$ cat src/ncps_pkg.sv
// shared types and constants for the nearest color pixel search
// no dependencies
package ncps_pkg;

  localparam int PixelW  = 32;
  localparam int ColorW  = 24;
  localparam int ChanW   = 8;
  localparam int CoordW  = 8;
  localparam int DistW   = 18;
  localparam int ManW    = 9;
  localparam int CfgIdxW = 2;
  localparam int CfgDataW = 24;

  localparam logic [DistW-1:0] DistInit = '1;
  localparam logic [ManW-1:0]  ManInit  = '1;
  localparam logic [DistW-1:0] DistMax  = 18'd195075;

  typedef enum logic [CfgIdxW-1:0] {
    CFG_TARGET_COLOR = 2'd0,
    CFG_CURSOR_COL   = 2'd1,
    CFG_CURSOR_ROW   = 2'd2
  } cfg_idx_e;

  typedef struct packed {
    logic [ChanW-1:0] red;
    logic [ChanW-1:0] green;
    logic [ChanW-1:0] blue;
  } rgb_t;

  typedef struct packed {
    logic [CoordW-1:0] col;
    logic [CoordW-1:0] row;
    logic [DistW-1:0]  color_dist;
    logic [ManW-1:0]   man;
  } cand_t;

  typedef struct packed {
    logic fire;
    logic first;
    logic last;
  } stage_ctl_t;

endpackage

$ cat src/ncps_pos.sv
// raster column and row counters for incoming pixels
// depends on ncps_pkg
module ncps_pos import ncps_pkg::*; #(
  parameter int CANVAS_WIDTH  = 256,
  parameter int CANVAS_HEIGHT = 256
) (
  input  logic              clk_i,
  input  logic              rst_ni,
  input  stage_ctl_t        ctl_i,
  output logic [CoordW-1:0] col_o,
  output logic [CoordW-1:0] row_o
);

  localparam int ColLimit = (CANVAS_WIDTH > 256) ? 256 : CANVAS_WIDTH;
  localparam int RowLimit = (CANVAS_HEIGHT > 256) ? 256 : CANVAS_HEIGHT;

  logic [CoordW-1:0] col_q, col_d;
  logic [CoordW-1:0] row_q, row_d;
  logic [CoordW:0]   col_inc;
  logic [CoordW:0]   row_inc;

  assign col_o   = ctl_i.first ? '0 : col_q;
  assign row_o   = ctl_i.first ? '0 : row_q;
  assign col_inc = {1'b0, col_o} + 1'b1;
  assign row_inc = {1'b0, row_o} + 1'b1;

  always_comb begin
    col_d = col_q;
    row_d = row_q;
    if (ctl_i.fire) begin
      if (ctl_i.last) begin
        col_d = '0;
        row_d = '0;
      end else if (col_inc >= (CoordW+1)'(ColLimit)) begin
        col_d = '0;
        row_d = (row_inc >= (CoordW+1)'(RowLimit)) ? '0 : row_inc[CoordW-1:0];
      end else begin
        col_d = col_inc[CoordW-1:0];
        row_d = row_o;
      end
    end
  end

  always_ff @(posedge clk_i or negedge rst_ni) begin
    if (!rst_ni) begin
      col_q <= '0;
      row_q <= '0;
    end else begin
      col_q <= col_d;
      row_q <= row_d;
    end
  end

endmodule

$ cat src/ncps_dist.sv
// squared color distance and manhattan distance to the cursor
// depends on ncps_pkg
module ncps_dist import ncps_pkg::*; (
  input  rgb_t              pix_i,
  input  rgb_t              target_i,
  input  logic [CoordW-1:0] col_i,
  input  logic [CoordW-1:0] row_i,
  input  logic [CoordW-1:0] cursor_col_i,
  input  logic [CoordW-1:0] cursor_row_i,
  output logic [DistW-1:0]  dist_o,
  output logic [ManW-1:0]   man_o
);

  logic [ChanW-1:0]   dr, dg, db;
  logic [2*ChanW-1:0] sr, sg, sb;
  logic [CoordW-1:0]  dc, dw;

  assign dr = (pix_i.red > target_i.red) ? pix_i.red - target_i.red
                                         : target_i.red - pix_i.red;
  assign dg = (pix_i.green > target_i.green) ? pix_i.green - target_i.green
                                             : target_i.green - pix_i.green;
  assign db = (pix_i.blue > target_i.blue) ? pix_i.blue - target_i.blue
                                           : target_i.blue - pix_i.blue;
  assign sr = dr * dr;
  assign sg = dg * dg;
  assign sb = db * db;
  assign dist_o = DistW'(sr) + DistW'(sg) + DistW'(sb);

  assign dc = (col_i > cursor_col_i) ? col_i - cursor_col_i : cursor_col_i - col_i;
  assign dw = (row_i > cursor_row_i) ? row_i - cursor_row_i : cursor_row_i - row_i;
  assign man_o = ManW'(dc) + ManW'(dw);

endmodule

$ cat src/ncps_best.sv
// best candidate register with distance and tie-break compare
// depends on ncps_pkg
module ncps_best import ncps_pkg::*; (
  input  logic       clk_i,
  input  logic       rst_ni,
  input  stage_ctl_t ctl_i,
  input  cand_t      cand_i,
  output cand_t      sel_o
);

  cand_t best_q, best_d;
  logic  take;

  assign take = ctl_i.first || (cand_i.color_dist < best_q.color_dist) ||
                ((cand_i.color_dist == best_q.color_dist) && (cand_i.man < best_q.man));
  assign sel_o = take ? cand_i : best_q;

  always_comb begin
    best_d = best_q;
    if (ctl_i.fire) begin
      if (ctl_i.last) begin
        best_d = '{col: '0, row: '0, color_dist: DistInit, man: ManInit};
      end else begin
        best_d = sel_o;
      end
    end
  end

  always_ff @(posedge clk_i or negedge rst_ni) begin
    if (!rst_ni) begin
      best_q <= '{col: '0, row: '0, color_dist: DistInit, man: ManInit};
    end else begin
      best_q <= best_d;
    end
  end

endmodule

$ cat src/nearest_color_pixel_search.sv
// Nearest color pixel search: takes one pixel per cycle in raster order and
// reports, on the pixel marked last, the position and squared RGB distance of
// the pixel closest to target_color (ties go to the smaller manhattan distance
// to the cursor, then to the earlier pixel). An item passes an input register
// and a result register before out_valid_o rises; it takes a pixel every
// cycle and stalls only while a last pixel waits on a held result register.
// depends on ncps_pkg, ncps_pos, ncps_dist, ncps_best
module nearest_color_pixel_search import ncps_pkg::*; #(
  parameter int CANVAS_WIDTH  = 256,
  parameter int CANVAS_HEIGHT = 256
) (
  input  logic                clk_i,
  input  logic                rst_ni,
  input  logic                cfg_valid_i,
  output logic                cfg_ready_o,
  input  logic [CfgIdxW-1:0]  cfg_index_i,
  input  logic [CfgDataW-1:0] cfg_data_i,
  input  logic                in_valid_i,
  output logic                in_stall_o,
  input  logic [PixelW-1:0]   pixel_i,
  input  logic                first_i,
  input  logic                last_i,
  output logic                out_valid_o,
  input  logic                out_stall_i,
  output logic [CoordW-1:0]   best_col_o,
  output logic [CoordW-1:0]   best_row_o,
  output logic [DistW-1:0]    best_color_distance_o
);

  rgb_t              target_q;
  logic [CoordW-1:0] cursor_col_q, cursor_row_q;

  logic              s1_valid_q;
  rgb_t              s1_pix_q;
  logic              s1_first_q, s1_last_q;
  logic [CoordW-1:0] s1_col_q, s1_row_q;

  logic              out_valid_q;
  cand_t             out_q;

  logic              in_fire, s1_fire, out_free;
  stage_ctl_t        in_ctl, s1_ctl;
  logic [CoordW-1:0] in_col, in_row;
  cand_t             cand, sel;

  assign cfg_ready_o = 1'b1;

  always_ff @(posedge clk_i or negedge rst_ni) begin
    if (!rst_ni) begin
      target_q     <= '0;
      cursor_col_q <= '0;
      cursor_row_q <= '0;
    end else if (cfg_valid_i && cfg_ready_o) begin
      unique case (cfg_idx_e'(cfg_index_i))
        CFG_TARGET_COLOR: target_q     <= rgb_t'(cfg_data_i[ColorW-1:0]);
        CFG_CURSOR_COL:   cursor_col_q <= cfg_data_i[CoordW-1:0];
        CFG_CURSOR_ROW:   cursor_row_q <= cfg_data_i[CoordW-1:0];
        default: ;
      endcase
    end
  end

  assign out_free   = !out_valid_q || !out_stall_i;
  assign s1_fire    = s1_valid_q && (!s1_last_q || out_free);
  assign in_stall_o = s1_valid_q && !s1_fire;
  assign in_fire    = in_valid_i && !in_stall_o;

  assign in_ctl = '{fire: in_fire, first: first_i, last: last_i};
  assign s1_ctl = '{fire: s1_fire, first: s1_first_q, last: s1_last_q};

  ncps_pos #(
    .CANVAS_WIDTH (CANVAS_WIDTH),
    .CANVAS_HEIGHT(CANVAS_HEIGHT)
  ) u_pos (
    .clk_i (clk_i),
    .rst_ni(rst_ni),
    .ctl_i (in_ctl),
    .col_o (in_col),
    .row_o (in_row)
  );

  always_ff @(posedge clk_i or negedge rst_ni) begin
    if (!rst_ni) begin
      s1_valid_q <= 1'b0;
    end else if (in_fire) begin
      s1_valid_q <= 1'b1;
    end else if (s1_fire) begin
      s1_valid_q <= 1'b0;
    end
  end

  always_ff @(posedge clk_i) begin
    if (in_fire) begin
      s1_pix_q   <= rgb_t'(pixel_i[PixelW-1:PixelW-ColorW]);
      s1_first_q <= first_i;
      s1_last_q  <= last_i;
      s1_col_q   <= in_col;
      s1_row_q   <= in_row;
    end
  end

  assign cand.col = s1_col_q;
  assign cand.row = s1_row_q;

  ncps_dist u_dist (
    .pix_i       (s1_pix_q),
    .target_i    (target_q),
    .col_i       (s1_col_q),
    .row_i       (s1_row_q),
    .cursor_col_i(cursor_col_q),
    .cursor_row_i(cursor_row_q),
    .dist_o      (cand.color_dist),
    .man_o       (cand.man)
  );

  ncps_best u_best (
    .clk_i (clk_i),
    .rst_ni(rst_ni),
    .ctl_i (s1_ctl),
    .cand_i(cand),
    .sel_o (sel)
  );

  always_ff @(posedge clk_i or negedge rst_ni) begin
    if (!rst_ni) begin
      out_valid_q <= 1'b0;
    end else if (s1_fire && s1_last_q) begin
      out_valid_q <= 1'b1;
    end else if (!out_stall_i) begin
      out_valid_q <= 1'b0;
    end
  end

  always_ff @(posedge clk_i) begin
    if (s1_fire && s1_last_q) begin
      out_q <= sel;
    end
  end

  assign out_valid_o           = out_valid_q;
  assign best_col_o            = out_q.col;
  assign best_row_o            = out_q.row;
  assign best_color_distance_o = out_q.color_dist;

`ifndef NO_ASSERTIONS
  a_last_loads_result: assert property (@(posedge clk_i) disable iff (!rst_ni)
    s1_fire && s1_last_q |=> out_valid_o)
    else $error("last pixel did not produce a result");

  a_blocked_last_stalls: assert property (@(posedge clk_i) disable iff (!rst_ni)
    s1_valid_q && s1_last_q && out_valid_q && out_stall_i |-> in_stall_o)
    else $error("input not stalled while result register is held");

  a_stall_needs_item: assert property (@(posedge clk_i) disable iff (!rst_ni)
    in_stall_o |-> s1_valid_q && s1_last_q)
    else $error("input stalled without a waiting last pixel");

  a_dist_range: assert property (@(posedge clk_i) disable iff (!rst_ni)
    $rose(out_valid_o) |-> best_color_distance_o <= DistMax)
    else $error("reported color distance out of range");
`endif

endmodule
$ cat config.mk
export PLATFORM = sky130hd
export DESIGN_NAME = nearest_color_pixel_search
export DESIGN_NICKNAME = d
export VERILOG_FILES = /design/src/ncps_pkg.sv /design/src/ncps_pos.sv /design/src/ncps_dist.sv /design/src/ncps_best.sv /design/src/nearest_color_pixel_search.sv
export SDC_FILE = /design/constraint.sdc
export NUM_CORES = 1
export LEC_CHECK = 0
export BUFFER_PORTS_ARGS = -buffer_cell sky130_fd_sc_hd__buf_4
export CAP_MARGIN = 0
export CORE_MARGIN = 8
export CORE_UTILIZATION = 40
export CTS_CLUSTER_SIZE = 16
export DETAILED_ROUTE_END_ITERATION = 7
export PLACE_DENSITY = 0.53
export REMOVE_ABC_BUFFERS = 1
export SLEW_MARGIN = 25
export SYNTH_ARGS = -nofsm -noshare
export SYNTH_HDL_FRONTEND = slang
export SYNTH_HIERARCHICAL = 1
export SYNTH_SLANG_ARGS = --single-unit
$ cat constraint.sdc
create_clock -name clk_i -period 14.35 [get_ports clk_i]
set_input_delay 1.435 -clock clk_i [delete_from_list [all_inputs] [get_ports clk_i]]
set_output_delay 1.435 -clock clk_i [all_outputs]
set_load 0.02 [all_outputs]
==> impl_metrics.json <==
{
  "worstReg2RegEnd": "u_best/best_q[41]",
  "regArea_um2": 4840,
  "path_max_fanout": 36,
  "grt_util_met1": 0.221,
  "met3_usage": 0.0277,
  "critPathKind": "flop to flop",
  "synth_area_per_cell_um2": 10.0,
  "arrival_ns": 11.67,
  "worstPathRequired_ns": 14.65,
  "setup_tns_ns": 0,
  "worstSkewPairLatency_ns": 0.46,
  "grt-busiest-layer": "met2",
  "drtIter0Drc": 623,
  "fp.dieH_um": 222,
  "root_buffer": "clkbuf_16",
  "placed_cells": 2287,
  "drive_gt1_frac": 0.148,
  "worst_pin_slew_ns": 1.02,
  "grt_pass1_vias": 12127,
  "cts_resized": 0,
  "drcViolationCount": 0,
  "status": "complete, no violations",
  "antenna_found_initial": 0,
  "dr.pass1.iters": 5,
  "crit_path_end_kind": "flop",
  "gp_congestion": 0.841,
  "cap_violations": 0,
  "path_delay_family": "adder cells",
  "hold_path_end": "u_pos/row_q[1]",
  "synth_area_um2": 17000,
  "min_from": "u_pos/row_q[1]",
  "clockBufferDepth": 2,
  "clock.fmax_ghz": 0.0879,
  "period_minus_slack_ns": 11.37,
  "grt_overflow": 0,
  "grt_max_degree": 70,
  "htreeDepth": 4,
  "start_util": 0.406,
  "dpl.hpwl_mm": 30.3,
  "crit_path_max_incr_delay_ns": 0.71,
  "final_cells": 2320,
  "reg2regPathDepth": 37,
  "cts_sinks": 177,
  "grt_usage": 0.158,
  "synth_cells": 1697,
  "maxSlewViolCount": 0,
  "cts-buffers-inserted": 17,
  "slew_headroom": 0.323,
  "die_w_um": 222,
  "drt-total-wl_mm": 38.2,
  "areaGrowthSynthToFinish_pct": 10.4,
  "coreArea_um2": 41900,
  "worst_slack_ns": 2.98,
  "crit_buf_inv": 9,
  "start_kind": "flop",
  "route.vias.total": 11796,
  "post_drt_via_cell_ratio": 5.08,
  "r2r-start": "s1_pix_q[16]",
  "fillers": 4021,
  "rows": 75,
  "avgRoutedWirePerCell_um": 16.5,
  "cp_slowest_cell": "mux2i_1",
  "postCtsSetupRepairBufs": 0,
  "num-nets-final": 2166,
  "finalHoldViolCount": 0,
  "holdBufCountCts": 0,
  "yosys_warnings": 6,
  "met2_usage": 0.252,
  "pin_count": 102,
  "hp-class": "flop to flop",
  "multi_input_area_um2": 10600,
  "fin_skew_ns": 0.0114,
  "dieArea_um2": 49400,
  "rsz0062_at_grt": "false",
  "diodes": 0,
  "tritoncts": "yes",
  "portBuffers": 92,
  "route.antenna.remaining_nets": 0,
  "reg2reg_slack_ns": 2.98,
  "hold_depth": 1,
  "whs_ns": 0.504,
  "setup_viol": 0,
  "grt_pass1_wl_mm": 63.3,
  "clk_pin_slew_ns": 0.08,
  "period_share": 0.793,
  "dp_slack_ns": 2.48
}
## cells in the final DEF, fill, tap and decap left out, drive strengths merged, types with 17 or more instances in the layout
cell    count
nand2      64
buf       107
dfrtp      74
edfxtp     76
nor2b      22
nor2      115
o21ai      86
dfstp      27
a221o      17
fa        144
clkbuf     18
o22a       28
mux2       60
mux2i      20
xnor2      31
a21oi      68
nand2b     25
ha        189
a21o       28
inv       356
xor2       20
## layout make-up
class | count | area share
clock buffers | 18 | 0.0228
clock inverters | 14 | 0.00753
inverters | 349 | 0.0697
multi-input cells | 1116 | 0.562
flip-flops and latches | 177 | 0.258
well taps | 539 | 0.0359
repair buffers | 107 | 0.0438
## through the flow
stage / util / cell area [µm²]
floorplan: - / 16700
finish: 0.448 / 18800
global placement: 0.433 / 18200
CTS: 0.447 / 18700
detailed placement: 0.433 / 18200
global route: 0.448 / 18800
## worst max-delay path by stage
stage,startpoint,to,slack (ns),depth (start not counted)
2_1_floorplan,s1_pix_q[20],u_best/best_q[41],3.73,35
3_3_place_gp,s1_pix_q[16],u_best/best_q[41],2.53,37
3_5_place_dp,s1_pix_q[16],best_color_distance_o[14],2.48,37
4_1_cts,s1_pix_q[16],best_color_distance_o[14],2.46,37
5_1_grt,s1_pix_q[16],best_color_distance_o[14],2.24,37
6_report,s1_pix_q[16],u_best/best_q[41],2.98,37
## flip-flops by register name, summed over array words and instances, names as in the netlist, 18 cells and up
signal and flops:
best_color_distance_o 18, s1_pix_q 24, target_q 24, u_best/best_q 43
## per-layer routing
metal	vias to the layer above	wire length, µm
li1	5795	-
met1	5807	19100
met2	170	17400
met3	24	1270
met4	0	445
met5	-	0
Power is left out: the tool's default activity adds up to more than one toggle a clock period on the data nets, which glitch-free logic cannot reach.
